<file path="src/design/spf_pkg.sv">
package spf_pkg;
    localparam int MaxVerticesDef = 16;
    localparam int CoordBits = 10;
    localparam int FieldBits = 10;
    localparam int ResultLimit = 8;

    localparam logic [1:0] MODE_CLEAR = 2'd0;
    localparam logic [1:0] MODE_APPEND = 2'd1;
    localparam logic [1:0] MODE_SCAN = 2'd2;

    // Controller to datapath commands.
    typedef struct packed {
        logic clear;
        logic append;
        logic scan_start;
        logic edge_load;
        logic div_start;
        logic insert;
        logic emit_load;
    } spf_cmd_t;

    // Datapath to controller status.
    typedef struct packed {
        logic edge_hit;
        logic last_edge;
        logic div_done;
        logic ins_done;
    } spf_sts_t;
endpackage

</file>
<file path="src/design/spf_ctrl.sv">
module spf_ctrl (
    input  logic              aclk,
    input  logic              aresetn,
    input  logic              in_valid,
    input  logic [1:0]        in_mode,
    output logic              in_ready,
    input  logic              emit_busy,
    output spf_pkg::spf_cmd_t cmd,
    input  spf_pkg::spf_sts_t sts
);
    import spf_pkg::*;

    localparam logic [2:0] S_IDLE = 3'd0;
    localparam logic [2:0] S_EDGE = 3'd1;
    localparam logic [2:0] S_TEST = 3'd2;
    localparam logic [2:0] S_DIV = 3'd3;
    localparam logic [2:0] S_INS = 3'd4;
    localparam logic [2:0] S_EMIT = 3'd5;

    logic [2:0] state_reg, state_next;

    always_ff @(posedge aclk) begin
        if (!aresetn) state_reg <= S_IDLE;
        else state_reg <= state_next;
    end

    assign in_ready = (state_reg == S_IDLE) && !emit_busy;

    always_comb begin
        state_next = state_reg;
        cmd = '0;
        case (state_reg)
            S_IDLE: begin
                if (in_valid && in_ready) begin
                    case (in_mode)
                        MODE_CLEAR: cmd.clear = 1'b1;
                        MODE_APPEND: cmd.append = 1'b1;
                        MODE_SCAN: begin
                            cmd.scan_start = 1'b1;
                            state_next = S_EDGE;
                        end
                        default: ;
                    endcase
                end
            end
            S_EDGE: begin
                // An empty store has no edge to load.
                if (sts.last_edge) begin
                    state_next = S_EMIT;
                end else begin
                    cmd.edge_load = 1'b1;
                    state_next = S_TEST;
                end
            end
            S_TEST: begin
                if (sts.edge_hit) begin
                    cmd.div_start = 1'b1;
                    state_next = S_DIV;
                end else if (sts.last_edge) begin
                    state_next = S_EMIT;
                end else begin
                    state_next = S_EDGE;
                end
            end
            S_DIV: begin
                if (sts.div_done) begin
                    cmd.insert = 1'b1;
                    state_next = S_INS;
                end
            end
            S_INS: begin
                if (sts.ins_done) state_next = sts.last_edge ? S_EMIT : S_EDGE;
            end
            S_EMIT: begin
                cmd.emit_load = 1'b1;
                state_next = S_IDLE;
            end
            default: state_next = S_IDLE;
        endcase
    end
endmodule

</file>
<file path="src/design/spf_dp.sv">
module spf_dp #(
    parameter int MAX_VERTICES = spf_pkg::MaxVerticesDef
) (
    input  logic                          aclk,
    input  logic                          aresetn,
    input  spf_pkg::spf_cmd_t             cmd,
    output spf_pkg::spf_sts_t             sts,
    input  logic [spf_pkg::FieldBits-1:0] in_x,
    input  logic [spf_pkg::FieldBits-1:0] in_y,
    input  logic [spf_pkg::FieldBits-1:0] in_row,
    output logic                          out_valid,
    input  logic                          out_ready,
    output logic [spf_pkg::FieldBits-1:0] out_y,
    output logic [spf_pkg::FieldBits-1:0] out_xs,
    output logic [spf_pkg::FieldBits-1:0] out_xe,
    output logic                          out_span_valid,
    output logic                          out_last,
    output logic                          out_ovf,
    output logic                          emit_busy
);
    import spf_pkg::*;

    localparam int COORD_BITS = CoordBits;
    localparam int IW = $clog2(MAX_VERTICES);
    localparam int CW = $clog2(MAX_VERTICES + 1);
    localparam int QW = COORD_BITS + 1;
    localparam int PW = 2 * COORD_BITS + 2;
    localparam int SW = $clog2(ResultLimit + 1);

    logic [COORD_BITS-1:0] vx_mem [MAX_VERTICES];
    logic [COORD_BITS-1:0] vy_mem [MAX_VERTICES];
    logic [COORD_BITS-1:0] xl_reg [MAX_VERTICES];
    logic [CW-1:0] vcount_reg;
    logic ovf_reg;
    logic [CW-1:0] n_reg, edge_reg, xcnt_reg, ipos_reg;
    logic [FieldBits-1:0] row_reg;

    // Edge endpoints, read one pair per edge.
    logic [COORD_BITS-1:0] x0_reg, y0_reg, x1_reg, y1_reg;
    logic [IW-1:0] ia, ib;
    logic [CW-1:0] nxt;

    assign nxt = edge_reg + CW'(1);
    assign ia = edge_reg[IW-1:0];
    assign ib = (nxt < n_reg) ? nxt[IW-1:0] : '0;

    always_ff @(posedge aclk) begin
        if (cmd.append && vcount_reg < CW'(MAX_VERTICES)) begin
            vx_mem[vcount_reg[IW-1:0]] <= in_x[COORD_BITS-1:0];
            vy_mem[vcount_reg[IW-1:0]] <= in_y[COORD_BITS-1:0];
        end
        if (cmd.edge_load) begin
            x0_reg <= vx_mem[ia];
            y0_reg <= vy_mem[ia];
            x1_reg <= vx_mem[ib];
            y1_reg <= vy_mem[ib];
        end
    end

    // Ordered edge endpoints and hit test.
    logic up;
    logic [COORD_BITS-1:0] xa, ya, xb, yb;
    logic [FieldBits:0] rowe;
    assign up = y0_reg < y1_reg;
    assign xa = up ? x0_reg : x1_reg;
    assign ya = up ? y0_reg : y1_reg;
    assign xb = up ? x1_reg : x0_reg;
    assign yb = up ? y1_reg : y0_reg;
    assign rowe = {1'b0, row_reg};
    assign sts.edge_hit = (y0_reg != y1_reg) && (rowe >= (FieldBits+1)'(ya))
                          && (rowe < (FieldBits+1)'(yb));
    assign sts.last_edge = (edge_reg >= n_reg);

    // Restoring divider, one quotient bit per cycle, on magnitudes.
    logic [PW-1:0] num_reg, rem_reg;
    logic [COORD_BITS-1:0] den_reg, xa_reg;
    logic neg_reg;
    logic [PW-1:0] quo_reg;
    logic [$clog2(PW+1)-1:0] dcnt_reg;
    logic dbusy_reg, ddone_reg;
    logic signed [COORD_BITS+1:0] dx;
    logic [COORD_BITS+1:0] adx;
    logic [COORD_BITS-1:0] dr;
    logic [PW-1:0] prod;
    logic [PW:0] trial;

    assign dx = $signed({2'b00, xb}) - $signed({2'b00, xa});
    assign adx = dx[COORD_BITS+1] ? $unsigned(-dx) : $unsigned(dx);
    assign dr = COORD_BITS'(row_reg) - ya;
    assign prod = PW'(dr) * PW'(adx);
    assign trial = {rem_reg, num_reg[PW-1]} - (PW+1)'(den_reg);

    always_ff @(posedge aclk) begin
        if (!aresetn) begin
            dbusy_reg <= 1'b0;
            ddone_reg <= 1'b0;
        end else begin
            // Raise the done flag as the last quotient bit lands.
            ddone_reg <= dbusy_reg && dcnt_reg == ($clog2(PW+1))'(PW - 1);
            if (cmd.div_start) begin
                dbusy_reg <= 1'b1;
                dcnt_reg <= '0;
                num_reg <= prod;
                rem_reg <= '0;
                quo_reg <= '0;
                den_reg <= yb - ya;
                neg_reg <= dx[COORD_BITS+1];
                xa_reg <= xa;
            end else if (dbusy_reg) begin
                if (!trial[PW]) begin
                    rem_reg <= trial[PW-1:0];
                    quo_reg <= {quo_reg[PW-2:0], 1'b1};
                end else begin
                    rem_reg <= {rem_reg[PW-2:0], num_reg[PW-1]};
                    quo_reg <= {quo_reg[PW-2:0], 1'b0};
                end
                num_reg <= {num_reg[PW-2:0], 1'b0};
                dcnt_reg <= dcnt_reg + 1'b1;
                if (dcnt_reg == ($clog2(PW+1))'(PW - 1)) dbusy_reg <= 1'b0;
            end
        end
    end
    assign sts.div_done = ddone_reg;

    // Crossing value: floor for negative slope rounds magnitude up.
    logic [COORD_BITS-1:0] cx_reg;
    logic [QW-1:0] qmag;
    logic exact;
    assign exact = (rem_reg == '0);
    assign qmag = QW'(quo_reg) + ((neg_reg && !exact) ? QW'(1) : QW'(0));

    // Insertion: shift one entry per cycle from the tail.
    logic inserting_reg;
    always_ff @(posedge aclk) begin
        if (!aresetn) begin
            vcount_reg <= '0;
            ovf_reg <= 1'b0;
            inserting_reg <= 1'b0;
        end else begin
            if (cmd.clear) begin
                vcount_reg <= '0;
                ovf_reg <= 1'b0;
            end
            if (cmd.append) begin
                if (vcount_reg < CW'(MAX_VERTICES)) vcount_reg <= vcount_reg + 1'b1;
                else ovf_reg <= 1'b1;
            end
            if (cmd.insert) begin
                inserting_reg <= 1'b1;
                ipos_reg <= xcnt_reg;
                cx_reg <= neg_reg ? xa_reg - COORD_BITS'(qmag)
                                  : xa_reg + COORD_BITS'(qmag);
            end else if (inserting_reg) begin
                if (ipos_reg != '0 && xl_reg[ipos_reg[IW-1:0] - 1'b1] > cx_reg) begin
                    xl_reg[ipos_reg[IW-1:0]] <= xl_reg[ipos_reg[IW-1:0] - 1'b1];
                    ipos_reg <= ipos_reg - 1'b1;
                end else begin
                    xl_reg[ipos_reg[IW-1:0]] <= cx_reg;
                    xcnt_reg <= xcnt_reg + 1'b1;
                    inserting_reg <= 1'b0;
                end
            end
            if (cmd.scan_start) begin
                n_reg <= vcount_reg;
                row_reg <= in_row;
                edge_reg <= '0;
                xcnt_reg <= '0;
            end
            if (cmd.edge_load) edge_reg <= nxt;
        end
    end
    assign sts.ins_done = inserting_reg &&
        !(ipos_reg != '0 && xl_reg[ipos_reg[IW-1:0] - 1'b1] > cx_reg);

    // Span emitter with an output register.
    logic [SW-1:0] nsp_reg, k_reg;
    logic ebusy_reg, ov_reg;
    logic eload;
    logic [CW-1:0] half;
    assign half = xcnt_reg >> 1;
    assign eload = ebusy_reg && (!ov_reg || out_ready);
    always_ff @(posedge aclk) begin
        if (!aresetn) begin
            ebusy_reg <= 1'b0;
            ov_reg <= 1'b0;
        end else begin
            if (eload) ov_reg <= 1'b1;
            else if (out_ready) ov_reg <= 1'b0;
            if (cmd.emit_load) begin
                ebusy_reg <= 1'b1;
                k_reg <= '0;
                nsp_reg <= (half > CW'(ResultLimit)) ? SW'(ResultLimit) : SW'(half);
            end else if (eload) begin
                out_y <= row_reg;
                out_ovf <= ovf_reg;
                if (nsp_reg == '0) begin
                    out_xs <= '0;
                    out_xe <= '0;
                    out_span_valid <= 1'b0;
                    out_last <= 1'b1;
                    ebusy_reg <= 1'b0;
                end else begin
                    out_xs <= FieldBits'(xl_reg[IW'({k_reg, 1'b0})]);
                    out_xe <= FieldBits'(xl_reg[IW'({k_reg, 1'b1})]);
                    out_span_valid <= 1'b1;
                    out_last <= (k_reg == nsp_reg - 1'b1);
                    k_reg <= k_reg + 1'b1;
                    if (k_reg == nsp_reg - 1'b1) ebusy_reg <= 1'b0;
                end
            end
        end
    end
    assign out_valid = ov_reg;
    assign emit_busy = ebusy_reg;
endmodule

</file>
<file path="src/design/scanline_polygon_span_fill.sv">
// Scan-line polygon span generator, even-odd rule. Mode 0 clears the vertex
// store, mode 1 appends a vertex (extras past MAX_VERTICES are dropped and set a
// sticky overflow flag) and mode 3 is ignored. Mode 2 scans one row: every
// closed edge passes through an edge-load state and a test state, and an edge
// the row cuts adds a bit-serial divide and an insertion that shifts each
// stored crossing lying to its right. An emit state then starts the span
// emitter, which sends up to 8 spans at one per cycle while m_ready is high.
// An empty row gives one result with m_span_valid low. A new transaction is
// accepted once the last result of the row sits in the output register. The
// shared divider sets the row time.
module scanline_polygon_span_fill #(
    parameter int MAX_VERTICES = spf_pkg::MaxVerticesDef
) (
    input  logic                          aclk,
    input  logic                          aresetn,
    input  logic                          s_valid,
    output logic                          s_ready,
    input  logic [1:0]                    s_mode,
    input  logic [spf_pkg::FieldBits-1:0] s_vert_x,
    input  logic [spf_pkg::FieldBits-1:0] s_vert_y,
    input  logic [spf_pkg::FieldBits-1:0] s_scan_row,
    output logic                          m_valid,
    input  logic                          m_ready,
    output logic [spf_pkg::FieldBits-1:0] m_span_y,
    output logic [spf_pkg::FieldBits-1:0] m_span_x_start,
    output logic [spf_pkg::FieldBits-1:0] m_span_x_end,
    output logic                          m_span_valid,
    output logic                          m_last_span,
    output logic                          m_vertex_overflow
);
    import spf_pkg::*;

    spf_cmd_t cmd;
    spf_sts_t sts;
    logic emit_busy;

    spf_ctrl u_ctrl (
        .aclk(aclk), .aresetn(aresetn), .in_valid(s_valid), .in_mode(s_mode),
        .in_ready(s_ready), .emit_busy(emit_busy),
        .cmd(cmd), .sts(sts)
    );

    spf_dp #(.MAX_VERTICES(MAX_VERTICES)) u_dp (
        .aclk(aclk), .aresetn(aresetn), .cmd(cmd), .sts(sts),
        .in_x(s_vert_x), .in_y(s_vert_y), .in_row(s_scan_row),
        .out_valid(m_valid), .out_ready(m_ready), .out_y(m_span_y),
        .out_xs(m_span_x_start), .out_xe(m_span_x_end),
        .out_span_valid(m_span_valid), .out_last(m_last_span),
        .out_ovf(m_vertex_overflow), .emit_busy(emit_busy)
    );
endmodule

</file>
<file path="config.mk">
export PLATFORM = sky130hd
export DESIGN_NAME = scanline_polygon_span_fill
export DESIGN_NICKNAME = d
export VERILOG_FILES = /design/src/design/spf_pkg.sv /design/src/design/spf_ctrl.sv /design/src/design/spf_dp.sv /design/src/design/scanline_polygon_span_fill.sv
export SDC_FILE = /design/constraint.sdc
export NUM_CORES = 1
export LEC_CHECK = 0
export ABC_AREA = 1
export BUFFER_PORTS_ARGS = -buffer_cell sky130_fd_sc_hd__buf_2
export CAP_MARGIN = 20
export CELL_PAD_IN_SITES_DETAIL_PLACEMENT = 1
export CELL_PAD_IN_SITES_GLOBAL_PLACEMENT = 1
export CORE_UTILIZATION = 40
export CTS_BUF_LIST = sky130_fd_sc_hd__clkbuf_8 sky130_fd_sc_hd__clkbuf_16
export CTS_CLUSTER_SIZE = 28
export DETAILED_ROUTE_END_ITERATION = 7
export GPL_ROUTABILITY_DRIVEN = 0
export GPL_TIMING_DRIVEN = 0
export HOLD_SLACK_MARGIN = 0.06
export PLACE_DENSITY_LB_ADDON = 0.1
export SLEW_MARGIN = 20
export SYNTH_ARGS = -nofsm -noshare
export SYNTH_HDL_FRONTEND = slang
export SYNTH_SLANG_ARGS = --single-unit
</file>
<file path="constraint.sdc">
create_clock -name aclk -period 21.8 [get_ports aclk]
set_clock_uncertainty 0.2 [all_clocks]
set_input_delay 2.18 -clock aclk [delete_from_list [all_inputs] [get_ports aclk]]
set_output_delay 2.18 -clock aclk [all_outputs]
set_load 0.005 [all_outputs]
</file>
Yosys cells after proc, flatten, opt, wreduce, memory -nomap -nowiden
Memory sizes are Yosys's and may differ from the RTL's. A register that Yosys moved wholly into a read port is not among the register bits.
Cells that the tools add are included.
{ "classes": {"n_addsub": 16, "multipliers": 1, "n_div": 0, "order_cmp": 8, "n_eq_ne": 17, "shift": 0, "n_mux": 75, "bitwise_logic": 2, "n_reduce_logical": 40} }
{ "op_table": {"columns": ["cell", "count"], "rows": [
  ["22-bit 2-to-1 mux", 4],
  ["10-bit 2-to-1 mux", 7],
  ["5-bit 2-to-1 mux", 12],
  ["1-bit 2-to-1 mux", 38],
  ["10-bit subtractor", 3],
  ["3-bit 2-to-1 mux", 9],
  ["23-bit by 10-bit subtractor with 23-bit output", 1],
  ["22-bit logical NOT", 1],
  ["10-bit by 12-bit multiplier with 22-bit output", 1],
  ["5-bit by 1-bit adder with 5-bit output (second input constant)", 4],
  ["10-bit less-than comparator", 2],
  ["3-bit case mux with 5 select lines", 1],
  ["2-bit AND reduction", 7],
  ["2-bit nonzero test", 7],
  ["12-bit 2-to-1 mux", 1],
  ["4-bit 2-to-1 mux", 3],
  ["12-bit negator", 1],
  ["10-bit by 10-bit subtractor with 11-bit output", 1],
  ["10-bit by 1-bit adder with 10-bit output", 1],
  ["10-bit adder", 1],
  ["10-bit greater-or-equal comparator", 1],
  ["10-bit > comparator", 1],
  ["1-bit logical AND", 10],
  ["10-bit inequality test", 1],
  ["other kinds (27)", 41]
]} }
{ "word_totals": {"ff_bits": 155, "latchBits": 0, "mem_bits_rw": 480, "mem_bits_ro": 0, "input_bits": 36, "output_inout_bits": 35, "elab_cells": 189, "mem_count": 3} }
{ "memory_table": {"columns": ["name", "words", "width", "read_ports", "rd_ports_with_merged_regs", "write_ports", "line", "text"], "rows": [
  ["u_dp.vx_mem", 16, 10, 2, 2, 1, "spf_dp.sv:30", "logic [COORD_BITS-1:0] vx_mem [MAX_VERTICES];"],
  ["u_dp.vy_mem", 16, 10, 2, 2, 1, "spf_dp.sv:31", "logic [COORD_BITS-1:0] vy_mem [MAX_VERTICES];"],
  ["u_dp.xl_reg", 16, 10, 3, 2, 1, "spf_dp.sv:32", "logic [COORD_BITS-1:0] xl_reg [MAX_VERTICES];"]
]} }

Depth between registers and ports, before layout
An unclocked memory read counts as a cell.
{ "logic_depth": {"ltp_word": 10, "mapped_depth": 48, "depth_no_buf": 47} }

Hierarchy
Synthesis repeated with hierarchy kept, for this count alone.
{ "hier_totals": {"cells_unflattened": 4131, "area_unflattened_um2": 39350.2} }
{ "modules_own_cells": {"columns": ["module", "instances", "cells_per_inst", "area_per_inst_um2", "seq_area_each_um2"], "rows": [
  ["spf_dp", 1, 4075, 39046.2, 20669.8],
  ["spf_ctrl", 1, 56, 304.0, 60.1]
]} }

Worst setup path after synthesis
No wires, ideal clock.
{ "synth_timing": {"path_type": "reg2reg", "from": "reg u_dp.y1_reg[8] (read register of u_dp.vy_mem)", "to": "reg u_dp.dcnt_reg[0] (enable)", "setup_ps": 557, "arrival_time_ps": 7581, "t_required_ps": 21043, "setup_slack_ps": 13461, "stages_incl_launch_ff": 21, "path_buffers": 2, "period_less_slack_ps": 8339, "path_cell_list": "edfxtp_1 inv_1 ha_1 nand2_2 inv_2 a21oi_4 nand3_4 buf_6 o21ai_0 inv_1 fa_1 o21ai_0 a21oi_1 o21ai_0 o21ai_0 inv_1 o21ai_0 nand2_1 nand3_1 clkbuf_1 o21ai_0"} }
{ "synth_via": {"elab_chain_len": 9, "word_cells_on_any_way": 12, "classes_between": "order compare (3); eq/ne (1); mux (4); reduce/logical (4)"} }
{ "synth_lines": {"columns": ["item", "line", "text"], "rows": [
  ["start: declaration", "spf_dp.sv:39", "logic [COORD_BITS-1:0] x0_reg, y0_reg, x1_reg, y1_reg;"],
  ["10-bit less-than comparator", "spf_dp.sv:64", "assign up = y0_reg < y1_reg;"],
  ["10-bit 2-to-1 mux", "spf_dp.sv:66", "assign ya = up ? y0_reg : y1_reg;"],
  ["10-bit greater-or-equal comparator", "spf_dp.sv:70", "assign sts.edge_hit = (y0_reg != y1_reg) && (rowe >= (FieldBits+1)'(ya))"],
  ["1-bit logical AND", "spf_dp.sv:70", null],
  ["1-bit logical AND (*)", "spf_dp.sv:71", "&& (rowe < (FieldBits+1)'(yb));"],
  ["1-bit 2-to-1 mux (*)", "spf_ctrl.sv:56", "if (sts.edge_hit) begin"],
  ["1-bit 2-to-1 mux (*)", "spf_ctrl.sv:32", "case (state_reg)"],
  ["2-bit nonzero test (no source line) (*)", null, null],
  ["2-bit AND reduction (no source line) (*)", null, null],
  ["end signal: assignment", "spf_dp.sv:118", "dcnt_reg <= dcnt_reg + 1'b1;"],
  ["end: declaration", "spf_dp.sv:79", "logic [$clog2(PW+1)-1:0] dcnt_reg;"]
]} }
Mark *: on every way between the ends. The rest lies on a longest branch, timed or not.
A chain may end at the register's enable or synchronous reset.

Worst setup path in the final report
{ "layout_timing": {"from": "reg u_dp.y1_reg[8] (read register of u_dp.vy_mem)", "to": "reg u_dp.num_reg[21], data pin"} }
{ "layout_via": {"elab_chain_len": 8, "word_cells_on_any_way": 18, "classes_between": "add/sub (3); mul (1); order compare (3); eq/ne (1); mux (8); reduce/logical (2)"} }
{ "layout_lines": {"columns": ["item", "line", "text"], "rows": [
  ["branches (longest 7 deep; another with 10-bit by 12-bit multiplier with 22-bit output)", null, null],
  ["22-bit 2-to-1 mux (*)", "spf_dp.sv:100", "if (cmd.div_start) begin"],
  ["end signal: assignment", "spf_dp.sv:103", "num_reg <= prod;"],
  ["end signal: assignment", "spf_dp.sv:117", "num_reg <= {num_reg[PW-2:0], 1'b0};"],
  ["end: declaration", "spf_dp.sv:75", "logic [PW-1:0] num_reg, rem_reg;"]
]} }
Every way passes the cells marked *.

==> qor.txt <==
outcome: complete, no violations
Internal Power: 3.95 mW
drt pass-1 iters: 6
sw frac: 44.8%
dpl hpwl: 113000 µm
I/O pin count: 71
CTS hold repair buffers: 0
initial core utilization: 40.5%
number of synthesized flops with an enable pin: 681
final hold violations: 0
Async SR Flop Fraction: 0%
Root Buffer: clkbuf_16
Placed Cells incl. Taps: 5479
Net Switching: 3.20 mW
post-route ant nets: 0
post-place setup slack: 12140 ps
Resized cells post-CTS: 0
fin crit share: 44.5%
Core Area: 97100 µm²
Reg2Reg Capture Point: u_dp.num_reg[21]$_DFFE_PP_
Via density: 5.90
Post-Synthesis Cell Area: 39400 µm²
grt ovf: 0
fillers: 11000
fin util: 46.4%
PortBufs: 69
area share of fa/ha/maj cells after synthesis: 8.76%
Avg WL per Cell: 27.4 µm
Max Cap Viol: 0
Most Frequent Cell on Critical Path: fa_1
post-synth cell types: 61
total track usage: 30.9%
initial antenna violation count: 11
Post-Synth XOR/XNOR Area: 2.26%
Post-CTS Setup Inserts: 0
clock buffer depth: 3
number of global-route vias before repair: 33400
clock share of power: 19.6%
# DRC: 0
Setup Total Neg Slack: 0 ps
register area share after synthesis: 52.6%
Required @ worst endpoint: 22020 ps
fin. max-slew vios: 0
Simple-Gate Fraction of Synth Area: 12.7%
main combinational cell family by area after synthesis: compound AO/OA/AOI/OAI gates
final setup vio count: 0
worst hold start: u_dp.dbusy_reg$_SDFF_PN0_
Die Span Y: 316 µm
share of layout cells above drive strength 1: 8.57%
largest net degree at the start of global routing: 25
post-layout min period: 9690 ps
CTS buffer count: 81
startpoint type of the worst setup path: register
RSZ-0062 raised after global routing: no
Mapped Cells: 4079
Main synth FF type: edfxtp_1
Hold Path End: u_dp.dbusy_reg$_SDFF_PN0_
Hold Crit Depth: 2
sequential cell area: 20700 µm²
post-synthesis mux area share: 0.407%
Pleak: 17.6 nW
Setup crit start: u_dp.y1_reg[8]$_DFFE_PP_
Peak Freq: 0.103 GHz
CP peak stage delay: 790 ps
final WL: 155000 µm
CTS tree: done
Worst Path Arrival: 9910 ps
Worst slew margin: 14.4%
iteration-0 DRC count of the detailed router: 3651
Fin Hold WS: 268 ps
slowest cell on the critical path: xor2_1
worst reg2reg setup slack: 12110 ps
Non-Filler Instances: 5631
Synth Register Bits: 695
# H-tree levels: 3
Max FO, Critical Path: 10
Synth Area in Compound Gates: 16.3%
Multi-input gate area: 16200 µm²
detailed-route via count: 33200
kind of critical path: reg -> reg
Max VDD drop: 0.367 mV
Reg clk slew, reported paths: 60 ps
Mean Syn Cell Area: 9.66 µm²
# clock sinks: 695
Layout Nets: 4550
die span in x: 316 µm
worst reg2reg startpoint: u_dp.y1_reg[8]$_DFFE_PP_
Yosys Warn Count: 0
Die Area: 99700 µm²
worst skew pair latency: 680 ps
first-pass GRT wire length: 224000 µm
pwr dens: 159 nW/µm²
Area Growth Syn to Fin: 14.4%
crit end category: register
num rows: 114
sequential cell fraction of total power: 20.9%
Worst-Margin Slew: 1280 ps
Final WS setup: 12110 ps
worst hold path class: reg -> reg
Comb pwr share: 59.5%
Worst R2R Path Depth: 37
## logic make-up (layout without fill, tap and decap cells)
kind of cell,Yosys count,in the layout
XOR/XNOR,96,96
flip-flops,695,695
multiplexers,16,16
AND/OR/NAND/NOR,1190,1190
other,2,13
buffers and inverters,713,978
AO/OA/AOI/OAI,1140,1140
adder cells (fa/ha/maj),227,227
## per-layer routing
| metal | vias to the layer above | wire, µm | GRT usage, % |
|---|---|---|---|
| li1 | 14600 | - | - |
| met1 | 16600 | 63400 | 40.7 |
| met2 | 1599 | 69600 | 48.5 |
| met3 | 446 | 13200 | 6.15 |
| met4 | 10 | 8260 | 15.2 |
| met5 | - | 80 | 0 |
## layout make-up
cell class | count | share of cell area (%)
inverter | 506 | 4.22
clock inverter | 59 | 1.14
buffer | 207 | 1.84
tap | 1276 | 3.54
clock buffer | 89 | 4.82
multi-input combinational | 2679 | 35.9
antenna | 3 | 0.0167
sequential | 695 | 46.0
timing repair buffer | 117 | 2.51
## power by group through the flow
stage               sequential [mW]  combinational, mW  clock (mW)
floorplan                      1.52               3.25           0
global placement               1.52               4.21           0
detailed placement             1.52               4.27           0
CTS                            1.50               4.31        1.41
global route                   1.50               4.89        1.45
finish                         1.50               4.26        1.40
## per-stage QoR
step,cell area (µm²),total power [mW]
2_1_floorplan,39400,4.77
3_3_place_gp,41400,5.73
3_5_place_dp,42300,5.80
4_1_cts,45000,7.22
5_1_grt,45000,7.84
6_report,45100,7.15
## cell usage in the layout (no fill, tap or decap), types with 16 or more instances in the layout
master,instances
ha_1,146
buf_1,17
nand2_2,20
o2111ai_1,20
a31oi_1,42
o21ai_0,541
xnor2_1,30
clkinv_1,21
a21oi_1,321
o221ai_1,34
clkbuf_16,84
buf_2,84
nand2_1,598
buf_16,16
mux2i_1,16
inv_1,504
o211ai_1,91
a221oi_1,24
nand3_1,126
xor2_1,61
nand4_1,27
nor2_1,326
nor2_4,19
fa_1,81
clkbuf_1,171
edfxtp_1,681
## cell usage after synthesis, drive strengths merged (5+ instances only)
master,count,area share [%]
nor2,357,3.5
o22ai,11,0.17
o21ai,558,7.1
clkinv,10,0.095
nand4,27,0.43
o21bai,6,0.11
ha,146,4.6
or2,15,0.24
a221oi,24,0.53
fa,81,4.1
xnor2,31,0.71
clkbuf,174,1.7
a21oi,324,4.2
dfxtp,14,0.71
o221ai,34,0.76
nor3,20,0.28
inv,496,4.7
buf,33,0.44
o211ai,91,1.7
o2111ai,20,0.44
edfxtp,681,52
nand3b,5,0.095
nand3,133,1.8
xor2,65,1.6
mux2i,16,0.41
nor4,8,0.13
o21a,8,0.15
a31oi,42,0.67
a211oi,10,0.19
nand2,622,6.1
## critical path: cells and delay by family, from the launching register on
family	cells	cell delay [ps]
compound gates	10	2020
xor+xnor	2	970
fa+ha+maj	8	3770
buf+inv	6	450
simple gates	11	1650
flops	1	380
## how the worst max path moves through the flow
stage | to | slack, ps | depth (start not counted)
after global routing | u_dp.num_reg[18]$_DFFE_PP_ | 11550 | 38
after detailed placement | u_dp.num_reg[21]$_DFFE_PP_ | 12140 | 37
after CTS | u_dp.num_reg[21]$_DFFE_PP_ | 12150 | 37
after global placement | u_dp.num_reg[0]$_SDFFCE_PN0P_ | 9950 | 20
final | u_dp.num_reg[21]$_DFFE_PP_ | 12110 | 37
after floorplan | u_dp.dcnt_reg[0]$_SDFFCE_PP0P_ | 13460 | 20
Note: power is estimated with default switching activity, not from simulation.
